--- config.mk ---
export PLATFORM = sky130hd
export DESIGN_NAME = dueling_cache_bypass_policy
export DESIGN_NICKNAME = d
export VERILOG_FILES = /design/src/rtl/core/dcbp_pkg.sv /design/src/rtl/core/dueling_cache_bypass_policy.sv /design/src/rtl/core/dcbp_ram.sv /design/src/rtl/core/dcbp_duel.sv /design/src/rtl/core/dcbp_monitor.sv /design/src/rtl/core/dcbp_outq.sv
export SDC_FILE = /design/constraint.sdc
export NUM_CORES = 2
export LEC_CHECK = 0
export BUFFER_PORTS_ARGS = -buffer_cell sky130_fd_sc_hd__buf_2
export CORE_MARGIN = 10
export CORE_UTILIZATION = 45
export CTS_CLUSTER_SIZE = 28
export DETAILED_ROUTE_END_ITERATION = 8
export PLACE_DENSITY_LB_ADDON = 0.12
export SLEW_MARGIN = 25
export SYNTH_ARGS = -nofsm -noshare
export SYNTH_HDL_FRONTEND = slang
export SYNTH_HIERARCHICAL = 1
export SYNTH_SLANG_ARGS = --single-unit
--- constraint.sdc ---
create_clock -name clk -period 10.1 [get_ports clk]
set_input_delay 0.505 -clock clk [delete_from_list [all_inputs] [get_ports clk]]
set_output_delay 0.505 -clock clk [all_outputs]
set_load 0.05 [all_outputs]
--- src/rtl/core/dcbp_pkg.sv ---
// Shared types, constants and helper functions for the set-dueling cache bypass block.
// No dependencies; imported by every module in rtl/core except dcbp_ram.
package dcbp_pkg;

  localparam int NUM_CORES_DEF = 8;
  localparam int CNT_W         = 12;
  localparam int DUEL_W        = 15;
  localparam int PROD_W        = 2 * DUEL_W;
  localparam int OUTQ_DEPTH    = 4;

  localparam logic [CNT_W-1:0] WIN_FULL = 12'd2048;
  localparam logic [CNT_W-1:0] PROB_ONE = 12'd2048;

  typedef enum logic [1:0] {
    CMD_READ  = 2'd0,
    CMD_WRITE = 2'd1,
    CMD_OTHER = 2'd2,
    CMD_FILL  = 2'd3
  } cmd_t;

  typedef struct packed {
    logic [CNT_W-1:0] window;
    logic [CNT_W-1:0] first;
    logic [CNT_W-1:0] second;
    logic [CNT_W-1:0] other;
    logic [CNT_W-1:0] prob;
  } mon_entry_t;

  localparam int MON_W = $bits(mon_entry_t);

  localparam mon_entry_t MON_RESET = '{window: '0, first: '0, second: '0, other: '0,
                                       prob: PROB_ONE};

  typedef struct packed {
    logic bypass;
    logic bypass_valid;
    logic mode;
  } res_t;

  // count one sampled access, then fold the window when it fills
  function automatic mon_entry_t mon_step(mon_entry_t e, logic upd, logic hit,
                                          logic [1:0] pos);
    mon_entry_t      r;
    logic [CNT_W+1:0] s;
    r = e;
    if (upd) begin
      if (hit) begin
        if (pos == 2'd1) r.first = r.first + 1'b1;
        else if (pos == 2'd2) r.second = r.second + 1'b1;
        else r.other = r.other + 1'b1;
      end
      r.window = r.window + 1'b1;
    end
    if (r.window == WIN_FULL) begin
      s = {2'b0, r.first} + {2'b0, r.second} + {2'b0, r.other};
      r.prob = (s > {2'b0, PROB_ONE}) ? PROB_ONE : s[CNT_W-1:0];
      r.window = r.window >> 1;
      r.first  = r.first >> 1;
      r.second = r.second >> 1;
      r.other  = r.other >> 1;
    end
    return r;
  endfunction

  // line index is a multiple of 30: even, and nibble sum divisible by 15
  function automatic logic sample_hit(logic [41:0] q);
    logic [43:0] p;
    logic [7:0]  s;
    logic [4:0]  t;
    p = {2'b0, q};
    s = '0;
    for (int i = 0; i < 11; i++) begin
      s = s + {4'b0, p[4*i +: 4]};
    end
    t = {1'b0, s[7:4]} + {1'b0, s[3:0]};
    return !q[0] && (t == 5'd0 || t == 5'd15 || t == 5'd30);
  endfunction

endpackage

--- src/rtl/core/dueling_cache_bypass_policy.sv ---
// Set-dueling DRAM cache bypass policy, top level.
// Requests pass registers v1 and v2 into the result queue; one transaction per cycle while
// req_ready is high. Throughput set by the monitor RAM read-modify-write (forwarded) and the
// two-stage duel multiply/compare; a 4-entry result queue absorbs response stalls.
// Reset (rst, synchronous): counters and mode cleared, monitor entries read as reset
// through per-core valid bits; no clearing pass. Depends on dcbp_pkg and submodules.
module dueling_cache_bypass_policy #(
  parameter int NUM_CORES = dcbp_pkg::NUM_CORES_DEF
) (
  input  logic        clk,
  input  logic        rst,
  input  logic        req_valid,
  output logic        req_ready,
  input  logic [1:0]  command,
  input  logic [2:0]  core,
  input  logic [47:0] phys_address,
  input  logic        cache_hit,
  input  logic        monitor_hit,
  input  logic [1:0]  monitor_position,
  input  logic [15:0] random,
  output logic        rsp_valid,
  input  logic        rsp_ready,
  output logic        bypass,
  output logic        bypass_valid,
  output logic        mode
);
  import dcbp_pkg::*;

  logic       go, slot0, slot2, sample, fill, mode_eff;
  cmd_t       cmd;
  logic       v1, dec1, s0_1, s2_1;
  logic       v2, dec2, s0_2, s2_2, fill2;
  logic [$clog2(OUTQ_DEPTH):0] qcount;
  res_t       res, qout;

  assign cmd       = cmd_t'(command);
  assign slot0     = phys_address[14:10] == 5'd0;
  assign slot2     = phys_address[14:10] == 5'd2;
  assign sample    = sample_hit(phys_address[47:6]);
  assign req_ready = (qcount + ($clog2(OUTQ_DEPTH)+1)'(v1) + ($clog2(OUTQ_DEPTH)+1)'(v2))
                     < ($clog2(OUTQ_DEPTH)+1)'(OUTQ_DEPTH);
  assign go        = req_valid && req_ready;

  dcbp_duel u_duel (
    .clk(clk), .rst(rst), .go(go), .command(cmd), .cache_hit(cache_hit),
    .slot0(slot0), .slot2(slot2), .mode_eff(mode_eff)
  );

  dcbp_monitor #(.NUM_CORES(NUM_CORES)) u_mon (
    .clk(clk), .rst(rst), .go(go), .command(cmd), .core(core), .sample(sample),
    .monitor_hit(monitor_hit), .monitor_position(monitor_position), .random(random),
    .fill(fill)
  );

  always_ff @(posedge clk) begin
    if (rst) begin
      v1 <= 1'b0;
      v2 <= 1'b0;
    end else begin
      v1 <= go;
      v2 <= v1;
    end
  end

  always_ff @(posedge clk) begin
    dec1 <= cmd == CMD_WRITE || cmd == CMD_FILL;
    s0_1 <= slot0;
    s2_1 <= slot2;
    dec2 <= dec1;
    s0_2 <= s0_1;
    s2_2 <= s2_1;
    fill2 <= fill;
  end

  always_comb begin
    res.bypass_valid = dec2;
    res.bypass       = dec2 && !s2_2 && (s0_2 || mode_eff) && !fill2;
    res.mode         = mode_eff;
  end

  dcbp_outq u_outq (
    .clk(clk), .rst(rst), .push(v2), .din(res), .count(qcount),
    .rsp_valid(rsp_valid), .rsp_ready(rsp_ready), .dout(qout)
  );

  assign bypass       = qout.bypass;
  assign bypass_valid = qout.bypass_valid;
  assign mode         = qout.mode;
endmodule

--- src/rtl/core/dcbp_ram.sv ---
// Generic single-write, single-read RAM with registered read data.
// No dependencies.
module dcbp_ram #(
  parameter int WIDTH = 8,
  parameter int DEPTH = 8
) (
  input  logic                                   clk,
  input  logic                                   we,
  input  logic [(DEPTH > 1 ? $clog2(DEPTH) : 1)-1:0] waddr,
  input  logic [WIDTH-1:0]                       wdata,
  input  logic                                   re,
  input  logic [(DEPTH > 1 ? $clog2(DEPTH) : 1)-1:0] raddr,
  output logic [WIDTH-1:0]                       rdata
);
  logic [WIDTH-1:0] mem [DEPTH];

  always_ff @(posedge clk) begin
    if (we) mem[waddr] <= wdata;
    if (re) rdata <= mem[raddr];
  end
endmodule

--- src/rtl/core/dcbp_duel.sv ---
// Dueling group counters, halving, and cross-multiplied miss-rate compare.
// Depends on dcbp_pkg.
module dcbp_duel (
  input  logic              clk,
  input  logic              rst,
  input  logic              go,
  input  dcbp_pkg::cmd_t    command,
  input  logic              cache_hit,
  input  logic              slot0,
  input  logic              slot2,
  output logic              mode_eff
);
  import dcbp_pkg::*;

  logic [DUEL_W-1:0] pb_total, pb_misses, bab_total, bab_misses;
  logic [DUEL_W-1:0] pt_n, pm_n, bt_n, bm_n;
  logic              acc, miss, trig;
  logic              trig1, zero1, trig2, zero2;
  logic [DUEL_W-1:0] pt1, pm1, bt1, bm1;
  logic [PROD_W-1:0] p_pm_bt, p_bm_pt, p_pt_bt;
  logic              fill_mode;
  logic signed [PROD_W:0]   diff;
  logic signed [PROD_W+4:0] lhs, rhs;

  always_comb begin
    acc  = command == CMD_READ || command == CMD_WRITE;
    miss = command == CMD_READ && !cache_hit;
    pt_n = pb_total  + DUEL_W'(acc && slot0);
    pm_n = pb_misses + DUEL_W'(miss && slot0);
    bt_n = bab_total + DUEL_W'(acc && slot2);
    bm_n = bab_misses + DUEL_W'(miss && slot2);
    trig = command != CMD_FILL && (pt_n[DUEL_W-1] || bt_n[DUEL_W-1]);
  end

  always_ff @(posedge clk) begin
    if (rst) begin
      pb_total <= '0;
      pb_misses <= '0;
      bab_total <= '0;
      bab_misses <= '0;
      trig1 <= 1'b0;
      trig2 <= 1'b0;
      fill_mode <= 1'b0;
    end else begin
      trig1 <= go && trig;
      trig2 <= trig1;
      fill_mode <= mode_eff;
      if (go && command != CMD_FILL) begin
        if (trig) begin
          pb_total <= pt_n >> 1;
          pb_misses <= pm_n >> 1;
          bab_total <= bt_n >> 1;
          bab_misses <= bm_n >> 1;
        end else begin
          pb_total <= pt_n;
          pb_misses <= pm_n;
          bab_total <= bt_n;
          bab_misses <= bm_n;
        end
      end
    end
  end

  always_ff @(posedge clk) begin
    pt1 <= pt_n;
    pm1 <= pm_n;
    bt1 <= bt_n;
    bm1 <= bm_n;
    zero1 <= pt_n == '0 || bt_n == '0;
    zero2 <= zero1;
    p_pm_bt <= pm1 * bt1;
    p_bm_pt <= bm1 * pt1;
    p_pt_bt <= pt1 * bt1;
  end

  always_comb begin
    diff = $signed({1'b0, p_pm_bt}) - $signed({1'b0, p_bm_pt});
    lhs  = {diff, 4'b0};
    rhs  = $signed({5'b0, p_pt_bt});
    if (trig2) mode_eff = zero2 ? 1'b0 : (lhs < rhs);
    else mode_eff = fill_mode;
  end
endmodule

--- src/rtl/core/dcbp_monitor.sv ---
// Per-core reuse monitor counters in two RAMs, read-modify-write with forwarding.
// Depends on dcbp_pkg and dcbp_ram.
module dcbp_monitor #(
  parameter int NUM_CORES = dcbp_pkg::NUM_CORES_DEF
) (
  input  logic           clk,
  input  logic           rst,
  input  logic           go,
  input  dcbp_pkg::cmd_t command,
  input  logic [2:0]     core,
  input  logic           sample,
  input  logic           monitor_hit,
  input  logic [1:0]     monitor_position,
  input  logic [15:0]    random,
  output logic           fill
);
  import dcbp_pkg::*;

  localparam int AW = NUM_CORES > 1 ? $clog2(NUM_CORES) : 1;

  logic [6:0]       core_ext;
  logic [AW-1:0]    addr0, addr1, fwd_addr;
  logic             ok0, v1, ok1, samp1, mhit1, fwd_v, we;
  cmd_t             cmd1;
  logic [1:0]       mpos1;
  logic [15:0]      rnd1;
  logic [NUM_CORES-1:0] vb;
  logic [MON_W-1:0] wram, rram;
  mon_entry_t       fwd_w, fwd_r, wcur, rcur, wnew, rnew;
  logic [CNT_W-1:0] prob;

  assign core_ext = {4'b0, core};
  assign addr0    = core_ext[AW-1:0];
  assign ok0      = core_ext < 7'(NUM_CORES);

  dcbp_ram #(.WIDTH(MON_W), .DEPTH(NUM_CORES)) u_wram (
    .clk(clk), .we(we), .waddr(addr1), .wdata(wnew), .re(go), .raddr(addr0), .rdata(wram)
  );
  dcbp_ram #(.WIDTH(MON_W), .DEPTH(NUM_CORES)) u_rram (
    .clk(clk), .we(we), .waddr(addr1), .wdata(rnew), .re(go), .raddr(addr0), .rdata(rram)
  );

  always_comb begin
    if (fwd_v && fwd_addr == addr1) begin
      wcur = fwd_w;
      rcur = fwd_r;
    end else if (vb[addr1]) begin
      wcur = mon_entry_t'(wram);
      rcur = mon_entry_t'(rram);
    end else begin
      wcur = MON_RESET;
      rcur = MON_RESET;
    end
    wnew = mon_step(wcur, samp1 && cmd1 == CMD_WRITE, mhit1, mpos1);
    rnew = mon_step(rcur, samp1 && cmd1 == CMD_READ, mhit1, mpos1);
    we   = v1 && ok1 && cmd1 != CMD_FILL;
    if (!ok1) prob = PROB_ONE;
    else if (cmd1 == CMD_WRITE) prob = wnew.prob;
    else prob = rnew.prob;
    fill = {1'b0, rnd1} < {prob, 5'b0};
  end

  always_ff @(posedge clk) begin
    if (rst) begin
      v1 <= 1'b0;
      fwd_v <= 1'b0;
      vb <= '0;
    end else begin
      v1 <= go;
      fwd_v <= we;
      if (we) vb[addr1] <= 1'b1;
    end
  end

  always_ff @(posedge clk) begin
    addr1 <= addr0;
    ok1 <= ok0;
    cmd1 <= command;
    samp1 <= sample;
    mhit1 <= monitor_hit;
    mpos1 <= monitor_position;
    rnd1 <= random;
    fwd_addr <= addr1;
    fwd_w <= wnew;
    fwd_r <= rnew;
  end
endmodule

--- src/rtl/core/dcbp_outq.sv ---
// Small result queue that decouples the pipeline from the response channel.
// Depends on dcbp_pkg.
module dcbp_outq (
  input  logic                clk,
  input  logic                rst,
  input  logic                push,
  input  dcbp_pkg::res_t      din,
  output logic [$clog2(dcbp_pkg::OUTQ_DEPTH):0] count,
  output logic                rsp_valid,
  input  logic                rsp_ready,
  output dcbp_pkg::res_t      dout
);
  import dcbp_pkg::*;

  localparam int PW = $clog2(OUTQ_DEPTH);

  res_t          q [OUTQ_DEPTH];
  logic [PW-1:0] wptr, rptr;
  logic          pop;

  assign rsp_valid = count != '0;
  assign pop       = rsp_valid && rsp_ready;
  assign dout      = q[rptr];

  always_ff @(posedge clk) begin
    if (rst) begin
      wptr <= '0;
      rptr <= '0;
      count <= '0;
    end else begin
      if (push) wptr <= wptr + 1'b1;
      if (pop) rptr <= rptr + 1'b1;
      count <= count + (PW+1)'(push) - (PW+1)'(pop);
    end
  end

  always_ff @(posedge clk) begin
    if (push) q[wptr] <= din;
  end
endmodule
==> results by group <==
Critical path
  – Number of buffers and inverters on the critical path: 3
  – Worst EP arrival: 10.11 ns
  – CP top delay family: simple AND/OR/NAND/NOR gates
  – Critical Path Sink Type: flip-flop
  – CP max FO: 21
  – WS Path Type: reg -> reg
  – Slowest cell on crit path: nor4_1
  – Startpoint types: flip-flop
  – CP peak stage delay: 0.84 ns
  – Crit path required time: 10.80 ns

Placed design
  – Final RePlAce weighted congestion: 0.8033
  – PortBufs: 70
  – HPWL Detailed: 127300 µm
  – Dpl cell area: 87560 µm²
  – Place WS: 0.7612 ns
  – Dpl cells: 8962

GRT
  – First-pass GRT wire length: 306900 µm
  – GR Util All Layers: 19.05%
  – Vias in the first global route: 52340
  – Largest net degree at the start of global routing: 99
  – Antenna violations before repair: 3
  – Total gr overflow: 0

STA
  – Fin. Hold Viols: 0
  – Max-slew violations: 0
  – Hold_ws: 0.1161 ns
  – Relative slew slack: 26.98%
  – Fmax: 106.2 MHz
  – Final worst clock skew: 0.05121 ns
  – Setup TNS: 0 ns
  – Setup WS post-layout: 0.6834 ns
  – Unrepaired setup endpoints after global routing: no
  – Final Setup Violations: 0
  – Tmin final: 9.417 ns
  – Tcrit/Tclk final: 93.23%
  – Slew at the pin closest to its max-slew limit: 1.068 ns

Finish
  – Final instance area: 92970 µm²
  – Share of layout cells above drive strength 1: 11.58%
  – Total Nets Final: 7692
  – Layout area overhead: 9.798%
  – Layout fillers: 16580
  – Fin util: 49.61%
  – Finished Layout Cells: 9274

Floorplanning
  – Starting Density: 45.18%
  – Die area: 205900 µm²
  – Site Rows: 159
  – Die X-Extent: 453.8 µm
  – Core area: 187400 µm²
  – I/O Pins: 82
  – Die H: 453.8 µm

Detailed routing
  – DR pass1 iterations: 5
  – DRC viols: 0
  – Routed wire per std cell: 21.12 µm
  – Antenna-violating nets left: 0
  – Routed WL: 195900 µm
  – Vias: 50040
  – Iter 0 DRT Violations: 3026
  – Via/cell ratio: 5.395

Logic synthesis
  – EDFF count, synth: 1092
  – Post-Synthesis Net Count: 7649
  – Post-synthesis cell count: 6601
  – Yosys warning total: 6
  – Synth Flop Type: edfxtp_1
  – Synth Area in XOR/XNOR: 2.614%
  – Seq/Total Area, Yosys: 47.85%
  – Mapped Area: 84680 µm²
  – Synthesis-stage register bit count: 1478
  – Adder-cell area share of the yosys netlist: 19.33%
  – Compound-Gate Fraction of Synth Area: 5.690%
  – Mux cell area share after synthesis: 9.650%
  – Ys async rst share: 0%
  – Synth Area in Simple Gates: 9.466%
  – Syn avg cell area: 12.83 µm²
  – Main combinational cell family by area after synthesis: adder cells
  – Synth cell types: 94

Pwr
  – Gate power share: 13.6%
  – Part of the power in registers: 47.3%
  – Power per cell area: 157.7 nW/µm²
  – Pwr Total: 14.66 mW
  – Int Power: 10.93 mW
  – Clock power frac: 39.1%
  – Net Sw Frac: 25.47%
  – Maximum vdd drop: 0.2340 mV
  – Pleak: 37.72 nW
  – Sw power: 3.734 mW

Clocking
  – Cts bufs inserted: 157
  – Clock Sinks: 1478
  – Max Root-Sink Buffers: 3
  – CTS tree: yes
  – Clock Tree Root: clkbuf_16
  – Worst skew pair latency: 0.80 ns
  – Hold_buf cts: 17
  – Clock slew at reported path FFs: 0.06 ns
  – Post-CTS Setup Repair Bufs: 0
  – PostCTS Resize Cnt: 0
  – H-tree level count: 4

Run
  – Max-cap violations: 0

Status
  – Status: complete, no violations

Min path
  – Hold crit path type: in -> reg
-- area by class of cell --
| cell class | instances | area (µm²) | share of cell area [%] |
|---|---|---|---|
| clock inverters | 82 | 928.4 | 0.9985 |
| repair buffers | 178 | 1313 | 1.412 |
| well taps | 2495 | 3122 | 3.358 |
| diodes | 1 | 2.502 | 0.002691 |
| inverters | 802 | 3010 | 3.238 |
| clock buffers | 211 | 4298 | 4.623 |
| flip-flops and latches | 1478 | 40530 | 43.59 |
| multi-input cells | 4027 | 39770 | 42.78 |
-- Yosys cell counts, types with 103 or more instances --
master	number	area share, %
mux4_2	203	5.4
nor2_1	193	0.86
clkbuf_1	192	0.85
and2_1	404	3.0
a21oi_1	209	1.2
dfxtp_1	386	9.1
nand2_1	585	2.6
nand3_1	103	0.61
mux2i_1	108	1.3
edfxtp_1	1092	39
ha_1	409	6.0
xnor2_1	149	1.5
fa_1	562	13
o21ai_0	111	0.66
mux2_2	127	1.7
inv_1	802	3.6
-- registers in the layout, indices dropped and copies added (netlist names), 3 cells and up, named ones only --
signal / flops
u_duel/p_pm_bt: 30
u_mon/rnd1: 11
u_mon/u_rram/mem: 480
u_mon/fwd_addr: 3
u_mon/fwd_r: 60
u_duel/bab_total: 15
u_duel/p_bm_pt: 30
u_mon/u_wram/mem: 480
u_duel/bab_misses: 15
u_duel/pb_total: 15
u_outq/count: 3
u_duel/pt1: 15
u_mon/addr1: 3
u_mon/u_rram/rdata: 60
u_duel/pm1: 15
u_duel/bm1: 15
u_mon/fwd_w: 60
u_mon/vb: 8
u_duel/pb_misses: 15
u_duel/p_pt_bt: 30
u_outq/q: 12
u_mon/u_wram/rdata: 60
u_duel/bt1: 15
-- power by group through the flow --
stage               clock network (mW)  logic (mW)  registers [mW]
floorplan                            0        1.46            7.01
global placement                     0        1.96            7.06
detailed placement                   0        2.00            7.06
CTS                               5.91        2.01            6.93
global route                      6.14        2.27            6.95
finish                            5.74        1.99            6.93
-- routing by layer --
metal | share of wire, % | routed length [µm] | up-vias | GRT usage [%]
met4 | 2.7 | 5257 | 0 | 5.462
met2 | 50 | 97740 | 923 | 32.84
met1 | 44 | 86070 | 25720 | 25.40
met3 | 3.5 | 6808 | 273 | 2.167
li1 | - | - | 23120 | -
met5 | 0 | 0 | - | 0
-- cells in the final DEF, fill, tap and decap left out, drive strengths merged, types with 25 or more instances in the layout --
master and count:
mux2i 108, clkinv 60, nor2 193, o21ai 115, ha 409, o21bai 25, fa 562, nand2 585
buf 161, or3 28, a21oi 209, clkbuf 211, inv 806, nand4 43, and2 404, edfxtp 1092
nor2b 33, nand3 103, xnor2 149, nor3 55, dfxtp 386, nand2b 30, xor2 101, mux2 130
a22oi 50, and3 45, o211ai 31, mux4 243, a21o 68
-- cell families (layout without fill, tap and decap cells) --
kind of cell | Yosys count | in the layout
AOI/OAI and AO/OA | 719 | 719
xor gates and xnor gates | 251 | 251
adders and majority gates | 971 | 971
buffers and inverters | 1096 | 1273
DFF | 1478 | 1478
muxes | 481 | 481
other | 0 | 1
and+or+nand+nor | 1605 | 1605
-- path summary, 6_finish.rpt --
kind | start | to | slack (ns) | depth (start not counted)
max | u_mon/addr1[0]$_DFF_P_ | fill2$_DFF_P_ | 0.68 | 34
min | phys_address[6] | u_mon/samp1$_DFF_P_ | 0.12 | 2
max reg2reg | u_mon/addr1[0]$_DFF_P_ | fill2$_DFF_P_ | 0.68 | 34
min reg2reg | dec1$_DFF_P_ | dec2$_DFF_P_ | 0.33 | 0
(Power assumes the default switching activity.)
